File: config.mk
export PLATFORM = sky130hd
export DESIGN_NAME = json_record_boundary_scanner_top_flat
export DESIGN_NICKNAME = d
export VERILOG_FILES = /design/src/rtl/jrbs_pkg.sv /design/src/rtl/jrbs_in_if.sv /design/src/rtl/jrbs_out_if.sv /design/src/rtl/jrbs_scan_core.sv /design/src/rtl/json_record_boundary_scanner_top.sv /design/src/flat_wrapper.sv
export SDC_FILE = /design/constraint.sdc
export NUM_CORES = 1
export LEC_CHECK = 0
export BUFFER_PORTS_ARGS = -buffer_cell sky130_fd_sc_hd__clkbuf_2
export CELL_PAD_IN_SITES_DETAIL_PLACEMENT = 1
export CELL_PAD_IN_SITES_GLOBAL_PLACEMENT = 1
export CORE_MARGIN = 3
export CORE_UTILIZATION = 42
export DETAILED_ROUTE_END_ITERATION = 10
export HOLD_SLACK_MARGIN = 0.08
export PLACE_DENSITY_LB_ADDON = 0.2
export SLEW_MARGIN = 0
export SYNTH_ARGS = -nofsm -noshare
export SYNTH_HDL_FRONTEND = slang
export SYNTH_HIERARCHICAL = 1
export SYNTH_SLANG_ARGS = --single-unit
File: constraint.sdc
create_clock -name clk_i -period 3 [get_ports clk_i]
set_input_delay 0.3 -clock clk_i [delete_from_list [all_inputs] [get_ports clk_i]]
set_output_delay 0.3 -clock clk_i [all_outputs]
set_load 0.005 [all_outputs]
File: src/rtl/jrbs_pkg.sv
`timescale 1ns / 1ps

package jrbs_pkg;

  localparam logic [7:0] CH_LBRACE  = 8'h7B;
  localparam logic [7:0] CH_LBRACK  = 8'h5B;
  localparam logic [7:0] CH_RBRACE  = 8'h7D;
  localparam logic [7:0] CH_RBRACK  = 8'h5D;
  localparam logic [7:0] CH_QUOTE   = 8'h22;
  localparam logic [7:0] CH_BSLASH  = 8'h5C;
  localparam logic [7:0] CH_COMMA   = 8'h2C;
  localparam logic [7:0] CH_NEWLINE = 8'h0A;

  localparam int unsigned LinesOutBits = 16;

  typedef struct packed {
    logic [7:0] data_byte;
    logic       record_start;
    logic       buffer_last;
  } jrbs_item_t;

  typedef struct packed {
    logic                    ends_after;
    logic                    ends_before;
    logic [LinesOutBits-1:0] lines_in_record;
    logic                    incomplete;
    logic                    depth_overflow;
  } jrbs_res_t;

endpackage

File: src/rtl/jrbs_in_if.sv
`timescale 1ns / 1ps

interface jrbs_in_if;
  logic       valid;
  logic       ready;
  logic [7:0] data_byte;
  logic       record_start;
  logic       buffer_last;

  modport source (output valid, output data_byte, output record_start, output buffer_last,
                  input ready);
  modport sink (input valid, input data_byte, input record_start, input buffer_last,
                output ready);
endinterface

File: src/rtl/jrbs_out_if.sv
`timescale 1ns / 1ps

interface jrbs_out_if;
  logic        valid;
  logic        ready;
  logic        ends_after;
  logic        ends_before;
  logic [15:0] lines_in_record;
  logic        incomplete;
  logic        depth_overflow;

  modport source (output valid, output ends_after, output ends_before,
                  output lines_in_record, output incomplete, output depth_overflow,
                  input ready);
  modport sink (input valid, input ends_after, input ends_before,
                input lines_in_record, input incomplete, input depth_overflow,
                output ready);
endinterface

File: src/rtl/jrbs_scan_core.sv
`timescale 1ns / 1ps

module jrbs_scan_core #(
  parameter int unsigned DEPTH_BITS = 16,
  parameter int unsigned LINE_BITS  = 16
) (
  input  logic               clk_i,
  input  logic               rst_ni,
  input  logic               step_i,
  input  jrbs_pkg::jrbs_item_t item_i,
  output jrbs_pkg::jrbs_res_t  res_o
);
  import jrbs_pkg::*;

  localparam logic [1:0] MODE_IDLE   = 2'd0;
  localparam logic [1:0] MODE_NESTED = 2'd1;
  localparam logic [1:0] MODE_PRIM   = 2'd2;

  logic [1:0]            mode_q, mode_d;
  logic                  str_q, str_d;
  logic                  esc_q, esc_d;
  logic [DEPTH_BITS-1:0] depth_q, depth_d;
  logic [LINE_BITS-1:0]  lines_q, lines_d;
  logic [31:0]           lines_ext;
  logic                  after, prim_end, ovf;
  logic [7:0]            b;

  assign b = item_i.data_byte;

  always_comb begin
    mode_d   = mode_q;
    str_d    = str_q;
    esc_d    = esc_q;
    depth_d  = depth_q;
    lines_d  = lines_q;
    after    = 1'b0;
    prim_end = 1'b0;
    ovf      = 1'b0;
    res_o    = '0;

    if (item_i.record_start) begin
      mode_d  = (b inside {CH_LBRACE, CH_LBRACK, CH_QUOTE}) ? MODE_NESTED : MODE_PRIM;
      str_d   = 1'b0;
      esc_d   = 1'b0;
      depth_d = '0;
      lines_d = '0;
    end

    if (mode_d != MODE_IDLE) begin
      if (mode_d == MODE_PRIM) begin
        if (b inside {CH_COMMA, CH_RBRACK}) begin
          prim_end = 1'b1;
        end else if (b == CH_NEWLINE && lines_d != '1) begin
          lines_d = lines_d + 1'b1;
        end
      end else if (str_d) begin
        if (esc_d) begin
          esc_d = 1'b0;
        end else if (b == CH_QUOTE) begin
          str_d = 1'b0;
          after = (depth_d == '0);
        end else if (b == CH_BSLASH) begin
          esc_d = 1'b1;
        end else if (b == CH_NEWLINE && lines_d != '1) begin
          lines_d = lines_d + 1'b1;
        end
      end else begin
        if (b inside {CH_LBRACE, CH_LBRACK}) begin
          if (depth_d == '1) begin
            ovf = 1'b1;
          end else begin
            depth_d = depth_d + 1'b1;
          end
        end else if (b inside {CH_RBRACE, CH_RBRACK}) begin
          if (depth_d != '0) begin
            depth_d = depth_d - 1'b1;
          end
          after = (depth_d == '0);
        end else if (b == CH_QUOTE) begin
          str_d = 1'b1;
        end else if (b == CH_NEWLINE && lines_d != '1) begin
          lines_d = lines_d + 1'b1;
        end
      end

      lines_ext             = 32'(lines_d);
      res_o.lines_in_record = lines_ext[LinesOutBits-1:0];
      res_o.depth_overflow  = ovf;

      if (prim_end) begin
        res_o.ends_before = 1'b1;
      end else if (after) begin
        res_o.incomplete = item_i.buffer_last;
        res_o.ends_after = !item_i.buffer_last;
      end else begin
        res_o.incomplete = item_i.buffer_last;
      end

      if (prim_end || after || item_i.buffer_last) begin
        mode_d  = MODE_IDLE;
        str_d   = 1'b0;
        esc_d   = 1'b0;
        depth_d = '0;
      end
    end else begin
      lines_ext = '0;
    end
  end

  always_ff @(posedge clk_i or negedge rst_ni) begin
    if (!rst_ni) begin
      mode_q  <= MODE_IDLE;
      str_q   <= 1'b0;
      esc_q   <= 1'b0;
      depth_q <= '0;
      lines_q <= '0;
    end else if (step_i) begin
      mode_q  <= mode_d;
      str_q   <= str_d;
      esc_q   <= esc_d;
      depth_q <= depth_d;
      lines_q <= lines_d;
    end
  end

endmodule

File: src/rtl/json_record_boundary_scanner_top.sv
`timescale 1ns / 1ps
// A byte accepted into the input register has its result computed by the scan
// core and captured in the output register once that register can load.
// Throughput: one byte per cycle while the output is not stalled; the per-byte
// state update in the scan core is the only recurrence and is combinational.
// Reset (rst_ni, async, active low): pipeline empty, scanner idle, depth and
// line count cleared.

module json_record_boundary_scanner_top #(
  parameter int unsigned DEPTH_BITS = 16,
  parameter int unsigned LINE_BITS  = 16
) (
  input  logic              clk_i,
  input  logic              rst_ni,
  jrbs_in_if.sink           in_i,
  jrbs_out_if.source        out_o
);
  import jrbs_pkg::*;

  logic       in_valid_q;
  jrbs_item_t in_item_q;
  logic       out_valid_q;
  jrbs_res_t  out_res_q;
  jrbs_res_t  core_res;
  logic       out_load;
  logic       advance;

  assign out_load   = !out_valid_q || out_o.ready;
  assign advance    = in_valid_q && out_load;
  assign in_i.ready = !in_valid_q || out_load;

  jrbs_scan_core #(
    .DEPTH_BITS(DEPTH_BITS),
    .LINE_BITS (LINE_BITS)
  ) u_core (
    .clk_i (clk_i),
    .rst_ni(rst_ni),
    .step_i(advance),
    .item_i(in_item_q),
    .res_o (core_res)
  );

  always_ff @(posedge clk_i or negedge rst_ni) begin
    if (!rst_ni) begin
      in_valid_q <= 1'b0;
    end else if (in_i.valid && in_i.ready) begin
      in_valid_q <= 1'b1;
    end else if (advance) begin
      in_valid_q <= 1'b0;
    end
  end

  always_ff @(posedge clk_i) begin
    if (in_i.valid && in_i.ready) begin
      in_item_q.data_byte    <= in_i.data_byte;
      in_item_q.record_start <= in_i.record_start;
      in_item_q.buffer_last  <= in_i.buffer_last;
    end
  end

  always_ff @(posedge clk_i or negedge rst_ni) begin
    if (!rst_ni) begin
      out_valid_q <= 1'b0;
    end else if (out_load) begin
      out_valid_q <= in_valid_q;
    end
  end

  always_ff @(posedge clk_i) begin
    if (advance) begin
      out_res_q <= core_res;
    end
  end

  assign out_o.valid           = out_valid_q;
  assign out_o.ends_after      = out_res_q.ends_after;
  assign out_o.ends_before     = out_res_q.ends_before;
  assign out_o.lines_in_record = out_res_q.lines_in_record;
  assign out_o.incomplete      = out_res_q.incomplete;
  assign out_o.depth_overflow  = out_res_q.depth_overflow;

  a_end_exclusive: assert property (@(posedge clk_i) disable iff (!rst_ni)
    out_valid_q |-> !(out_res_q.ends_after && out_res_q.ends_before))
    else $error("ends_after and ends_before both set");

  a_incomplete_no_after: assert property (@(posedge clk_i) disable iff (!rst_ni)
    out_valid_q |-> !(out_res_q.incomplete && out_res_q.ends_after))
    else $error("incomplete reported with ends_after");

  a_held_item_kept: assert property (@(posedge clk_i) disable iff (!rst_ni)
    (in_valid_q && !out_load) |=> in_valid_q)
    else $error("input stage dropped a transaction under backpressure");

  a_advance_fills_out: assert property (@(posedge clk_i) disable iff (!rst_ni)
    advance |=> out_valid_q)
    else $error("processed transaction did not reach the output register");

endmodule

File: src/flat_wrapper.sv
// flat-port wrapper written by rule: the top's interface ports become plain ports
module json_record_boundary_scanner_top_flat import jrbs_pkg::*;
#(
  parameter int unsigned DEPTH_BITS = 16,
  parameter int unsigned LINE_BITS  = 16
)
  (clk_i, rst_ni, in_i_valid, in_i_data_byte, in_i_record_start, in_i_buffer_last, in_i_ready, out_o_valid, out_o_ends_after, out_o_ends_before, out_o_lines_in_record, out_o_incomplete, out_o_depth_overflow, out_o_ready);
  jrbs_in_if in_i_i ();
  jrbs_out_if out_o_i ();
  input  logic clk_i;
  input  logic rst_ni;
  input wire logic [$bits(in_i_i.valid)-1:0] in_i_valid;
  input wire logic [$bits(in_i_i.data_byte)-1:0] in_i_data_byte;
  input wire logic [$bits(in_i_i.record_start)-1:0] in_i_record_start;
  input wire logic [$bits(in_i_i.buffer_last)-1:0] in_i_buffer_last;
  output wire logic [$bits(in_i_i.ready)-1:0] in_i_ready;
  output wire logic [$bits(out_o_i.valid)-1:0] out_o_valid;
  output wire logic [$bits(out_o_i.ends_after)-1:0] out_o_ends_after;
  output wire logic [$bits(out_o_i.ends_before)-1:0] out_o_ends_before;
  output wire logic [$bits(out_o_i.lines_in_record)-1:0] out_o_lines_in_record;
  output wire logic [$bits(out_o_i.incomplete)-1:0] out_o_incomplete;
  output wire logic [$bits(out_o_i.depth_overflow)-1:0] out_o_depth_overflow;
  input wire logic [$bits(out_o_i.ready)-1:0] out_o_ready;
  assign in_i_i.valid = in_i_valid;
  assign in_i_i.data_byte = in_i_data_byte;
  assign in_i_i.record_start = in_i_record_start;
  assign in_i_i.buffer_last = in_i_buffer_last;
  assign in_i_ready = in_i_i.ready;
  assign out_o_valid = out_o_i.valid;
  assign out_o_ends_after = out_o_i.ends_after;
  assign out_o_ends_before = out_o_i.ends_before;
  assign out_o_lines_in_record = out_o_i.lines_in_record;
  assign out_o_incomplete = out_o_i.incomplete;
  assign out_o_depth_overflow = out_o_i.depth_overflow;
  assign out_o_i.ready = out_o_ready;
  json_record_boundary_scanner_top #(.DEPTH_BITS(DEPTH_BITS), .LINE_BITS(LINE_BITS)) u_core (.clk_i(clk_i), .rst_ni(rst_ni), .in_i(in_i_i), .out_o(out_o_i));
endmodule
==> Word-level counts from Yosys, hierarchy flattened <==
Cells that the tools add are included.
{ "classes": {"n_addsub": 3, "n_eq_ne": 11, "n_mux": 62, "bitwise_logic": 3, "reduce_logical": 22} }
{ "ops": {"columns": ["operator", "n"], "rows": [
  ["16-bit two-way mux", 26],
  ["8-bit by 7-bit == test with 1-bit output (second input constant)", 5],
  ["16-bit by 1-bit adder with 16-bit output (second input constant)", 2],
  ["16-bit logical NOT", 2],
  ["1-bit two-way mux", 32],
  ["16-bit == test (second input constant)", 1],
  ["8-bit by 6-bit == test with 1-bit output (second input constant)", 2],
  ["16-bit inequality test (second input constant)", 1],
  ["16-bit nonzero test", 1],
  ["16-bit by 1-bit subtractor with 16-bit output (second input constant)", 1],
  ["2-bit nonzero test", 5],
  ["8-bit by 4-bit == test with 1-bit output (second input constant)", 1],
  ["2-bit two-way mux", 4],
  ["1-bit logical OR", 4],
  ["4-bit OR reduction", 1],
  ["1-bit logical AND", 3],
  ["1-bit logical NOT", 3],
  ["1-bit inverter", 3],
  ["3-bit nonzero test", 1],
  ["3-bit OR reduction", 1],
  ["2-bit == test (second input constant)", 1],
  ["2-bit OR reduction", 1]
]} }
{ "totals": {"ff_bits": 68, "in_bits": 14, "wordCells": 116} }

==> Logic depth before layout (Yosys ltp) <==
Gate-level depths: netlist of the first run.
{ "logic_depth": {"ltp_word": 18, "mapped_depth": 13} }

==> Modules after synthesis <==
Netlist of the first run, hierarchy kept.
{ "modules_own_cells": {"columns": ["module", "n_inst", "cells_each", "area_per_inst_um2", "seq_area_each_um2"], "rows": [
  ["jrbs_scan_core", 1, 560, 4137.7, 900.9],
  ["json_record_boundary_scanner_top", 1, 38, 1004.7, 950.9]
]} }

==> Least setup slack after synthesis of the first run <==
OpenSTA, ideal clock, no wires.
{ "synth_path": {"kind": "reg2reg", "startpoint": "register u_core/in_item_q[1] (netlist name)", "endpoint": "register u_core.out_res_q (netlist bit u_core/out_o.lines_in_record[2]), data pin", "arrival_time_ps": 2913, "required_ps": 2728, "setup_slack_ps": -185, "stages_incl_launch_ff": 13, "path_buffers": 4, "path_cell_list": "edfxtp_1 > buf_2 > clkbuf_1 > clkbuf_1 > clkbuf_1 > nor2_1 > ha_1 > and3_1 > a311oi_1 > o21ai_0 > a221oi_1 > a211o_1 > nor2_1"} }
{ "synth_via": {"elab_chain_cells": 9, "elab_cells_between_ends": 19, "classes_between": "1 x add/sub; 2 x eq/ne; 14 x mux; 2 x reduce/logical"} }
{ "synth_rtl": {"columns": ["element", "line", "text"], "rows": [
  ["start, declared", "json_record_boundary_scanner_top.sv:21", "jrbs_item_t in_item_q;"],
  ["branches (longest 9 deep; another with 16-bit by 1-bit adder with 16-bit output)", null, null],
  ["end signal, assigned", "json_record_boundary_scanner_top.sv:71", "out_res_q <= core_res;"],
  ["end, declared", "json_record_boundary_scanner_top.sv:23", "jrbs_res_t out_res_q;"]
]} }
Several ways; the timed one is not identified.
A chain may end at the register's enable or synchronous reset.

==> Worst setup path after layout of the first run <==
{ "layout_path": {"startpoint": "register u_core/in_item_q[6] (netlist name)", "endpoint": "register u_core.u_core.lines_q[11]"} }
{ "layout_via": {"elab_chain_cells": 9, "elab_cells_between_ends": 28, "classes_between": "9 x eq/ne; 13 x mux; 6 x reduce/logical"} }
{ "layout_rtl": {"columns": ["element", "line", "text"], "rows": [
  ["8-bit by 4-bit == test with 1-bit output", "jrbs_scan_core.sv:53, jrbs_scan_core.sv:64, jrbs_scan_core.sv:81", null],
  ["1-bit logical AND", "jrbs_scan_core.sv:53, jrbs_scan_core.sv:64, jrbs_scan_core.sv:81", null],
  ["16-bit two-way mux", "jrbs_scan_core.sv:53, jrbs_scan_core.sv:64, jrbs_scan_core.sv:81", null],
  ["16-bit two-way mux, on equally long branches", "jrbs_scan_core.sv:79, jrbs_scan_core.sv:62", null],
  ["16-bit two-way mux, on equally long branches", "jrbs_scan_core.sv:74, jrbs_scan_core.sv:59", null],
  ["16-bit two-way mux, on equally long branches", "jrbs_scan_core.sv:68, jrbs_scan_core.sv:57", null],
  ["16-bit two-way mux", "jrbs_scan_core.sv:56", "end else if (str_d) begin"],
  ["16-bit two-way mux", "jrbs_scan_core.sv:50", "if (mode_d == MODE_PRIM) begin"],
  ["16-bit two-way mux *", "jrbs_scan_core.sv:49", "if (mode_d != MODE_IDLE) begin"],
  ["end signal, assigned", "jrbs_scan_core.sv:122", "lines_q <= lines_d;"],
  ["end, declared", "jrbs_scan_core.sv:23", "logic [LINE_BITS-1:0] lines_q, lines_d;"]
]} }
Every way passes the cells marked *; elsewhere a longest branch is shown, timed or not.

==> results.py, run 1 <==
metrics = {
    "status": {
        "status": "finished, final reports clean",
    },
    "clocking": {
        "ctsHoldBuffers": 0,
        "htreeDepth": 3,
        "cts-root-buf": "clkbuf_16",
        "cts_made_buffers": 9,
        "clk_pin_slew_ns": 0.06,
        "clock_sinks": 68,
        "clockBufferDepth": 2,
        "clock_latency_ns": 0.34,
        "tritoncts": "yes",
    },
    "synthesis": {
        "netlist_instances": 598,
        "yosys_register_bits": 68,
        "yosys_most_used_dff": "dfrtp_1",
        "synth_area_per_cell_um2": 8.60,
        "postSynth.asyncResetShare": 0.559,
        "ys_types": 89,
        "synth_nets": 615,
        "synth-edff-count": 30,
        "yosysSeqAreaShare": 0.360,
        "synth_area_mm2": 0.00514,
        "yosysWarnings": 6,
    },
    "placement": {
        "place_ws_ns": 0.0792,
        "placement.io_buffers": 35,
        "placed_cells": 800,
        "dp_hpwl_um": 14200,
        "gp_congestion": 0.975,
    },
    "routing": {
        "viasPerCell": 6.71,
        "vias": 5499,
        "first_pass_iters": 5,
        "wl_per_cell_um": 23.4,
        "drtIter0Drc": 626,
        "finalWirelength_um": 19200,
        "antenna_left": 0,
        "drcViolationCount": 0,
    },
    "power_and_ir_drop": {
        "swShare": 0.323,
        "p_int_w": 0.00195,
        "power_leakage_nw": 2.46,
        "power.total_w": 0.00288,
        "vdd_drop_max_mv": 0.391,
        "seq_power_share": 0.381,
        "pwr-share-comb": 0.248,
        "clockPowerShare": 0.370,
        "p_sw_w": 0.000931,
        "powerDensity_mw_per_mm2": 464,
    },
    "sta": {
        "finClkSkew_ns": 0.0104,
        "hold_viol": 0,
        "min_period_ns": 2.92,
        "max_slew_margin": 0.281,
        "slew_viol_final": 0,
        "rsz0062_at_grt": "true",
        "fin_ws_ns": 0.0824,
        "max_clock_freq_mhz": 343,
        "worstMarginPinSlew_ns": 1.08,
        "setup_viol": 0,
        "fin_crit_sh": 0.973,
    },
    "worst_setup_path": {
        "critPathLaunchType": "flop",
        "cp.arrival_ns": 3.15,
        "path_class": "flop to flop",
        "cp_slowest_cell": "or4_4",
        "path_cells": "or3_4, or4_4, a311oi_4, buf_4, nand3_2, xnor2_1, a22o_1, a22o_1",
        "critical_path_required_ns": 3.23,
        "worstSetupEndpointType": "flop",
        "cp_max_fo": 7,
        "crit_top_cell": "a22o_1",
        "max_stage_delay_ns": 0.54,
    },
    "flow_run": {
        "cap_violations": 0,
    },
    "global_route": {
        "grtUsageTotal": 0.297,
        "antenna_found_initial": 0,
        "grt_pass1_wl_um": 31100,
        "first_global_vias": 5611,
        "grt_overflow": 0,
        "grt_max_degree": 43,
    },
    "floorplanning": {
        "die_h_um": 117,
        "die_w_um": 117,
        "die_area_mm2": 0.0136,
        "fp.coreArea_mm2": 0.0117,
        "core.rowCount": 39,
        "start_util": 0.439,
        "ios": 36,
    },
    "min_path": {
        "hp-class": "primary input to flop",
    },
    "finish": {
        "drive_gt1_frac": 0.226,
        "antenna_cells": 0,
        "fin_nets": 689,
        "area_delta_synth_final_pct": 20.8,
        "finalNonFillerCells": 820,
    },
}
[path summary, 6_finish.rpt]
check,start,endpoint,slack (ns),depth (start not counted)
worst max-delay path,u_core/in_item_q[6],u_core/u_core/lines_q[11],0.08,8
worst min-delay path,in_i_data_byte[4],u_core/in_item_q[6],0.13,1
worst max register to register,u_core/in_item_q[6],u_core/u_core/lines_q[11],0.08,8
worst min register to register,u_core/u_core/lines_q[0],u_core/u_core/lines_q[0],0.52,1
max in group asynchronous,rst_ni,u_core/u_core/depth_q[9],2.18,1
min in group asynchronous,rst_ni,u_core/u_core/depth_q[10],0.14,1
[cells in the final DEF, fill, tap and decap left out, types with 6 or more instances in the layout]
cell / Yosys / routed
mux2i_1: 7 / 7
nor2b_1: 13 / 13
nand4_1: 8 / 8
o2111ai_1: 6 / 6
edfxtp_1: 30 / 30
and3_1: 7 / 7
clkbuf_2: 0 / 35
o211ai_1: 10 / 10
xnor2_1: 9 / 9
a31oi_1: 12 / 12
nand3_1: 20 / 20
inv_1: 18 / 18
nor2_1: 48 / 48
nor4_1: 10 / 10
nand2b_1: 9 / 9
nand2_1: 60 / 60
o31ai_1: 14 / 13
a211oi_1: 6 / 6
or4_1: 7 / 7
o22ai_1: 10 / 10
dfrtp_1: 38 / 38
clkbuf_16: 0 / 9
buf_4: 1 / 66
nor3_1: 20 / 20
a22o_1: 8 / 8
o21ai_0: 27 / 26
a21oi_1: 32 / 32
[layout make-up]
| cell class | instances | area [um^2] |
|---|---|---|
| Clock buffer | 9 | 225 |
| Timing Repair Buffer | 104 | 731 |
| Sequential cell | 68 | 1850 |
| Fill cell | 1406 | 5500 |
| Clock inverter | 7 | 67.6 |
| Multi-Input combinational cell | 471 | 3090 |
| Inverter | 18 | 67.6 |
| Tap cell | 143 | 179 |
[cell usage after synthesis (6+ instances only)]
cell type	number	area, um^2
nand2_1	60	225
nor2_1	48	180
dfrtp_1	38	951
a21oi_1	32	160
clkbuf_1	32	120
edfxtp_1	30	901
o21ai_0	27	135
nand3_1	20	100
nor3_1	20	100
inv_1	18	67.6
o31ai_1	14	105
nor2b_1	13	81.3
a31oi_1	12	75.1
nor4_1	10	62.6
o211ai_1	10	75.1
o22ai_1	10	62.6
nand2b_1	9	56.3
xnor2_1	9	78.8
a22o_1	8	70.1
nand4_1	8	50.1
and3_1	7	43.8
mux2i_1	7	70.1
or4_1	7	52.6
a211oi_1	6	45.0
o2111ai_1	6	52.6
[cells by family (layout without fill, tap and decap cells)]
logic type	after synthesis	after routing	share of synthesized area
fa+ha+maj	3	3	0.00730
buf+inv	59	138	0.0465
simple gates	257	257	0.279
mux	10	10	0.0209
compound gates	190	190	0.268
xor+xnor	11	11	0.0187
flops	68	68	0.360
[flip-flops by register name (all words and copies together) (netlist names)]
signal                        cells
u_core/out_o.ends_after           1
u_core/out_o.valid                1
u_core/u_core/mode_q              2
u_core/u_core/depth_q            16
u_core/out_o.depth_overflow       1
u_core/u_core/str_q               1
u_core/u_core/lines_q            16
u_core/in_item_q                 10
u_core/out_o.incomplete           1
u_core/out_o.ends_before          1
u_core/in_valid_q                 1
u_core/u_core/esc_q               1
u_core/out_o.lines_in_record     16
[through the flow]
step,hold slack (ns),setup TNS (ns),util,cell area [um^2]
6_report,0.134,0,0.531,6210
4_1_cts,0.123,0,0.525,6150
5_1_grt,0.128,-0.0194,0.531,6210
2_1_floorplan,0.00441,0,-,5150
3_5_place_dp,0.479,0,0.500,5860
3_3_place_gp,0.477,0,0.500,5860
[repair_timing]
item,CTS,global route
buffers inserted,0,4
setup endpoints to repair,0,22
resized for setup,0,7
[power groups by stage]
stage / logic, W / registers, W / clock network [W]
2_1_floorplan: 0.000403 / 0.00109 / 0
3_3_place_gp: 0.000671 / 0.00111 / 0
3_5_place_dp: 0.000681 / 0.00111 / 0
4_1_cts: 0.000689 / 0.00110 / 0.00109
5_1_grt: 0.000772 / 0.00110 / 0.00113
6_report: 0.000716 / 0.00110 / 0.00107
[worst max-delay path: cells and delay by family (launching register included)]
kind,cells,cell delay (ns)
flops,1,0.48
buf+inv,1,0.20
simple gates,3,1.09
xor+xnor,1,0.16
compound gates,3,0.90
[layer usage]
layer	wire length [um]	GRT usage	vias to the layer above
li1	-	-	2469
met4	381	0.0910	0
met2	8440	0.439	270
met5	0	0	-
met1	8760	0.428	2716
met3	1630	0.0751	44
(Power assumes the default switching activity.)
==> run 2: changes to the inputs <==
--- a/config.mk
+++ b/config.mk
@@ -5,11 +5,13 @@
 export SDC_FILE = /design/constraint.sdc
 export NUM_CORES = 1
 export LEC_CHECK = 0
+export ABC_AREA = 1
 export BUFFER_PORTS_ARGS = -buffer_cell sky130_fd_sc_hd__clkbuf_2
 export CELL_PAD_IN_SITES_DETAIL_PLACEMENT = 1
 export CELL_PAD_IN_SITES_GLOBAL_PLACEMENT = 1
 export CORE_MARGIN = 3
-export CORE_UTILIZATION = 42
+export CORE_UTILIZATION = 41
+export CTS_CLUSTER_DIAMETER = 30
 export DETAILED_ROUTE_END_ITERATION = 10
 export HOLD_SLACK_MARGIN = 0.08
 export PLACE_DENSITY_LB_ADDON = 0.2
==> run 2 against run 1 <==
  * Maximum frequency up 1.1%
  * Register-to-register slack better by 0.03 ns
  * Non-clock buffer count shrank 31
  * Clock power decreased by 4%
  * Synthesized cell count up 39%
  * Clock skew is 0.0021 ns lower
  * First-iteration DRC count down 22%
==> results.py, run 2 <==
metrics = {
    "synthesis": {
        "netlist_instances": 829,
        "synth-edff-count": 30,
        "yosys_register_bits": 68,
        "synth_common_cells": "nand2_1 (259), nor2_1 (80), inv_1 (78), nand3_1 (61), a21oi_1 (40)",
        "synth_area_per_cell_um2": 6.85,
        "synth_nets": 846,
        "yosysMostFrequentCell": "nand2_1",
        "synth_top_area_frac": 0.171,
        "yosys.area.top_type": "nand2_1",
        "ys_top_cells_by_area": "nand2_1 (17%), dfrtp_1 (17%), edfxtp_1 (16%)",
        "yosys_most_used_dff": "dfrtp_1",
        "ys_types": 50,
        "synth_area_mm2": 0.00568,
        "yosysWarnings": 6,
        "postSynth.asyncResetShare": 0.559,
        "yosysSeqAreaShare": 0.326,
    },
    "placement": {
        "gp_congestion": 0.931,
        "placement.io_buffers": 35,
        "dp_hpwl_um": 15100,
        "post_dp_cell_area_mm2": 0.00615,
        "place_ws_ns": 0.000631,
        "placed_cells": 1044,
    },
    "clocking": {
        "clockBufferDepth": 2,
        "clk_pin_slew_ns": 0.06,
        "cts-root-buf": "clkbuf_16",
        "ctsHoldBuffers": 0,
        "tritoncts": "yes",
        "clock_latency_ns": 0.34,
        "clock_sinks": 68,
        "cts_made_buffers": 9,
        "htreeDepth": 3,
    },
    "sta": {
        "hold_viol": 0,
        "setup_tns_ns": 0,
        "setup_viol": 0,
        "finClkSkew_ns": 0.00824,
        "rsz0062_at_grt": "false",
        "max_slew_margin": 0.398,
        "min_period_ns": 2.89,
        "fin_crit_sh": 0.962,
        "slew_viol_final": 0,
        "max_clock_freq_mhz": 346,
        "fin_ws_ns": 0.113,
        "worstMarginPinSlew_ns": 0.902,
    },
    "finish": {
        "final_area_mm2": 0.00653,
        "fin_nets": 903,
        "layout_common_cells": "nand2_1 (259), inv_1 (78), nor2_1 (78)",
        "drive_gt1_frac": 0.195,
        "area_delta_synth_final_pct": 15.0,
        "fill_cells": 1792,
        "final_common_cell": "nand2_1",
        "multi_input_area_mm2": 0.00336,
        "finalNonFillerCells": 1067,
        "seqCellArea_mm2": 0.00185,
        "antenna_cells": 0,
    },
    "worst_setup_path": {
        "cp_max_fo": 10,
        "path_buf_inv": 2,
        "worstSetupEndpointType": "flop",
        "max_stage_delay_ns": 0.51,
        "critical_path_required_ns": 3.28,
        "crit_top_cell": "nand3_2",
        "path_delay_family": "simple AND/OR/NAND/NOR gates",
        "critPathLaunchType": "flop",
        "cp.arrival_ns": 3.17,
        "path_cells": "inv_8, buf_4, nand2_2, nand3_2, nor2_2, nand2_1, xor2_1, nand2_1, nand3_1, nor2_1, nand3_2, nand3_2, nor2_4, nand3_2, nand2_1",
        "cp_slowest_cell": "edfxtp_1",
        "path_class": "flop to flop",
    },
    "global_route": {
        "grt_pass1_wl_um": 32700,
        "met1_usage": 0.401,
        "first_global_vias": 6110,
        "grt_overflow": 0,
        "grtUsageTotal": 0.278,
        "antenna_found_initial": 0,
        "use_met2": 0.434,
        "use_met3": 0.0422,
        "grt_max_degree": 33,
        "busiest_layer": "met2",
    },
    "floorplanning": {
        "fp.coreArea_mm2": 0.0134,
        "core.rowCount": 42,
        "die_h_um": 124,
        "die_area_mm2": 0.0153,
        "start_util": 0.424,
        "die_w_um": 124,
        "ios": 36,
    },
    "routing": {
        "antenna_left": 0,
        "vias": 6053,
        "drtIter0Drc": 486,
        "drcViolationCount": 0,
        "first_pass_iters": 5,
        "wl_per_cell_um": 19.6,
        "finalWirelength_um": 20900,
        "viasPerCell": 5.67,
    },
    "power_and_ir_drop": {
        "power.total_w": 0.00315,
        "powerDensity_mw_per_mm2": 482,
        "vdd_drop_max_mv": 0.390,
        "power_leakage_nw": 3.17,
    },
    "flow_run": {
        "cap_violations": 0,
    },
    "min_path": {
        "hp-class": "primary input to async pin",
    },
    "status": {
        "status": "finished, final reports clean",
    },
}
-- run 2: final cells by class --
| class | count | area share |
|---|---|---|
| inverters | 87 | 0.0515 |
| repair buffers | 73 | 0.0743 |
| well taps | 176 | 0.0337 |
| multi-input cells | 647 | 0.514 |
| flip-flops and latches | 68 | 0.284 |
| clock inverters | 6 | 0.00613 |
| clock buffers | 10 | 0.0366 |
-- run 2: stage by stage --
stage,util,hold slack (ns)
after floorplan,-,0.00441
after global placement,0.459,0.458
after detailed placement,0.459,0.464
after CTS,0.481,0.0940
after global routing,0.487,0.126
final,0.487,0.0673
-- run 2: worst reg2reg max path: stages (launching register included) --
cell and delay (ns):
edfxtp_1 0.51, inv_8 0.09, buf_4 0.15, nand2_2 0.12
nand3_2 0.16, nor2_2 0.28, nand2_1 0.16, xor2_1 0.20
nand2_1 0.08, nand3_1 0.09, nor2_1 0.06, nand3_2 0.08
nand3_2 0.16, nor2_4 0.49, nand3_2 0.12, nand2_1 0.09
-- run 2: what timing repair did --
action | CTS | global route
gates cloned | 0 | 1
setup buffers | 2 | 4
gates resized for setup | 1 | 8
endpoints found under the setup margin | 3 | 34
hold endpoints to repair | 0 | 0
pin swaps | 0 | 3
-- run 2: logic make-up after synthesis --
logic type,synth area share
buffers and inverters,0.0939
XOR/XNOR,0.0401
adder cells (fa/ha/maj),0.00661
AO/OA/AOI/OAI,0.119
flip-flops,0.326
AND/OR/NAND/NOR,0.414
-- run 2: where the power goes --
group | switching (W) | internal (W)
Sequential | 0.0000795 | 0.00108
Combinational | 0.000635 | 0.000328
Clock | 0.000445 | 0.000581
-- run 2: metal layers --
metal	vias up	wire length (um)
met1	2995	9770
met5	-	0
met2	210	9510
li1	2822	-
met4	0	301
met3	26	1360
-- run 2: final timing paths --
| kind | start | endpoint | cells past startpoint | slack (ns) |
|---|---|---|---|---|
| min in group clk_i | in_i_data_byte[3] | u_core/in_item_q[5] | 1 | 0.13 |
| max reg2reg | u_core/in_item_q[1] | u_core/u_core/depth_q[8] | 15 | 0.11 |
| min reg2reg | u_core/u_core/lines_q[12] | u_core/u_core/lines_q[12] | 2 | 0.49 |
| min | rst_ni | u_core/u_core/depth_q[8] | 1 | 0.07 |
| max in group asynchronous | rst_ni | u_core/u_core/depth_q[3] | 2 | 2.21 |
| max | u_core/in_item_q[1] | u_core/u_core/depth_q[8] | 15 | 0.11 |
==> run 3: changes to the inputs <==
--- a/config.mk
+++ b/config.mk
@@ -9,12 +9,12 @@
 export BUFFER_PORTS_ARGS = -buffer_cell sky130_fd_sc_hd__clkbuf_2
 export CELL_PAD_IN_SITES_DETAIL_PLACEMENT = 1
 export CELL_PAD_IN_SITES_GLOBAL_PLACEMENT = 1
-export CORE_MARGIN = 3
 export CORE_UTILIZATION = 41
 export CTS_CLUSTER_DIAMETER = 30
 export DETAILED_ROUTE_END_ITERATION = 10
 export HOLD_SLACK_MARGIN = 0.08
 export PLACE_DENSITY_LB_ADDON = 0.2
+export REMOVE_ABC_BUFFERS = 1
 export SLEW_MARGIN = 0
 export SYNTH_ARGS = -nofsm -noshare
 export SYNTH_HDL_FRONTEND = slang
==> run 3 against run 2 <==
  * First-iteration DRC count decreased by 12%
  * Global-route usage up 1.6 points
  * Register-to-register slack gained 0.05 ns
  * Via count shrank 2.0%
  * Clock skew shrank 0.0012 ns
  * Critical endpoint is now u_core/out_o.lines_in_record[14]
==> results.py, run 3 (synthesis results as in run 2) <==
metrics = {
    "status": {
        "status": "finished, final reports clean",
    },
    "sta": {
        "hold_viol": 0,
        "fin_crit_sh": 0.946,
        "max_clock_freq_mhz": 352,
        "worstMarginPinSlew_ns": 0.865,
        "setup_tns_ns": 0,
        "setup_viol": 0,
        "slew_viol_final": 0,
        "fin_ws_ns": 0.163,
        "max_slew_margin": 0.423,
        "finClkSkew_ns": 0.00709,
        "min_period_ns": 2.84,
    },
    "global_route": {
        "grtUsageTotal": 0.294,
        "grt_overflow": 0,
        "met1_usage": 0.437,
        "use_met2": 0.444,
        "antenna_found_initial": 0,
        "grt_pass1_wl_um": 32400,
        "grt_max_degree": 33,
        "busiest_layer": "met2",
        "first_global_vias": 6090,
        "use_met3": 0.0380,
    },
    "routing": {
        "drtIter0Drc": 426,
        "viasPerCell": 5.51,
        "vias": 5930,
        "first_pass_iters": 5,
        "drcViolationCount": 0,
        "finalWirelength_um": 20400,
        "antenna_left": 0,
        "wl_per_cell_um": 19.0,
    },
    "placement": {
        "place_ws_ns": 0.0236,
        "dp_hpwl_um": 14800,
        "placement.io_buffers": 35,
        "placed_cells": 1049,
        "gp_congestion": 0.955,
    },
    "power_and_ir_drop": {
        "pwr-share-comb": 0.306,
        "vdd_drop_max_mv": 0.357,
        "swShare": 0.368,
        "power.total_w": 0.00309,
        "powerDensity_mw_per_mm2": 469,
        "p_int_w": 0.00195,
        "seq_power_share": 0.375,
        "clockPowerShare": 0.319,
        "p_sw_w": 0.00114,
        "power_leakage_nw": 3.22,
    },
    "worst_setup_path": {
        "cp_slowest_cell": "edfxtp_1",
        "worstSetupEndpointType": "flop",
        "cp.arrival_ns": 2.94,
        "cp_max_fo": 19,
        "max_stage_delay_ns": 0.47,
        "path_cells": "buf_4, buf_4, nor2_4, inv_2, nor2_1, nand2_2, nor2_2, nand3_2, nand2_4, inv_4, nand2_1, xor2_2, nand3_1, and2_1, and2_1",
        "critical_path_required_ns": 3.10,
        "critPathLaunchType": "flop",
        "path_class": "flop to flop",
    },
    "clocking": {
        "clockBufferDepth": 2,
        "cts-root-buf": "clkbuf_16",
        "htreeDepth": 3,
        "ctsHoldBuffers": 0,
        "clock_sinks": 68,
        "clk_pin_slew_ns": 0.06,
        "clock_latency_ns": 0.34,
        "cts_made_buffers": 9,
        "tritoncts": "yes",
    },
    "finish": {
        "fill_cells": 1778,
        "layout_common_cells": "nand2_1 (259), inv_1 (78), nor2_1 (77)",
        "fin_util": 0.492,
        "drive_gt1_frac": 0.202,
        "area_delta_synth_final_pct": 16.2,
        "final_common_cell": "nand2_1",
        "finalNonFillerCells": 1076,
        "antenna_cells": 0,
        "fin_nets": 912,
    },
    "floorplanning": {
        "die_w_um": 120,
        "fp.coreArea_mm2": 0.0134,
        "ios": 36,
        "die_h_um": 120,
        "start_util": 0.424,
        "die_area_mm2": 0.0143,
        "core.rowCount": 42,
    },
    "min_path": {
        "hp-class": "primary input to async pin",
    },
    "flow_run": {
        "cap_violations": 0,
    },
}
-- run 3: worst max-delay path, delay by kind of cell, from the launching register on --
family	cells	cell delay, ns
xor+xnor	1	0.19
buf+inv	4	0.57
flops	1	0.47
simple gates	10	1.36
-- run 3: what timing repair did --
item | CTS | global route
gates cloned | 0 | 1
pin swaps | 0 | 3
gates resized for setup | 0 | 7
buffers inserted | 1 | 9
setup endpoints to repair | 1 | 34
-- run 3: final cells by class --
| class | count | area (um^2) | area share |
|---|---|---|---|
| multi-input combinational | 647 | 3340 | 0.506 |
| timing repair buffer | 82 | 578 | 0.0876 |
| tap | 176 | 220 | 0.0334 |
| inverter | 87 | 337 | 0.0510 |
| clock buffer | 9 | 225 | 0.0341 |
| clock inverter | 7 | 43.8 | 0.00664 |
| sequential | 68 | 1850 | 0.281 |
-- run 3: routing by layer --
| layer | part of all wire | routed length (um) |
|---|---|---|
| met1 | 0.48 | 9850 |
| met2 | 0.44 | 9060 |
| met3 | 0.059 | 1200 |
| met4 | 0.015 | 312 |
| met5 | 0 | 0 |
-- run 3: through the flow --
step / hold slack, ns / area [um^2]
detailed placement: 0.462 / 6190
floorplan: 0.00441 / 5480
finish: 0.0641 / 6600
CTS: 0.0938 / 6460
global placement: 0.448 / 6190
global route: 0.123 / 6600
-- run 3: worst paths after layout --
kind	start	to	slack, ns	depth (start not counted)
min in group clk_i	in_i_buffer_last	u_core/in_item_q[0]	0.13	1
max in group asynchronous	rst_ni	u_core/u_core/str_q	2.23	2
setup / recovery	u_core/in_item_q[1]	u_core/out_o.lines_in_record[14]	0.16	15
setup reg to reg	u_core/in_item_q[1]	u_core/out_o.lines_in_record[14]	0.16	15
hold reg to reg	u_core/u_core/str_q	u_core/u_core/str_q	0.49	2
hold / removal	rst_ni	u_core/u_core/depth_q[10]	0.06	1
-- run 3: power groups by stage --
stage / combinational, W / sequential (W) / clock (W)
after detailed placement: 0.000901 / 0.00117 / 0
after global placement: 0.000882 / 0.00117 / 0
after global routing: 0.00104 / 0.00117 / 0.00105
after CTS: 0.000908 / 0.00116 / 0.00101
final: 0.000945 / 0.00116 / 0.000985
after floorplan: 0.000558 / 0.00115 / 0
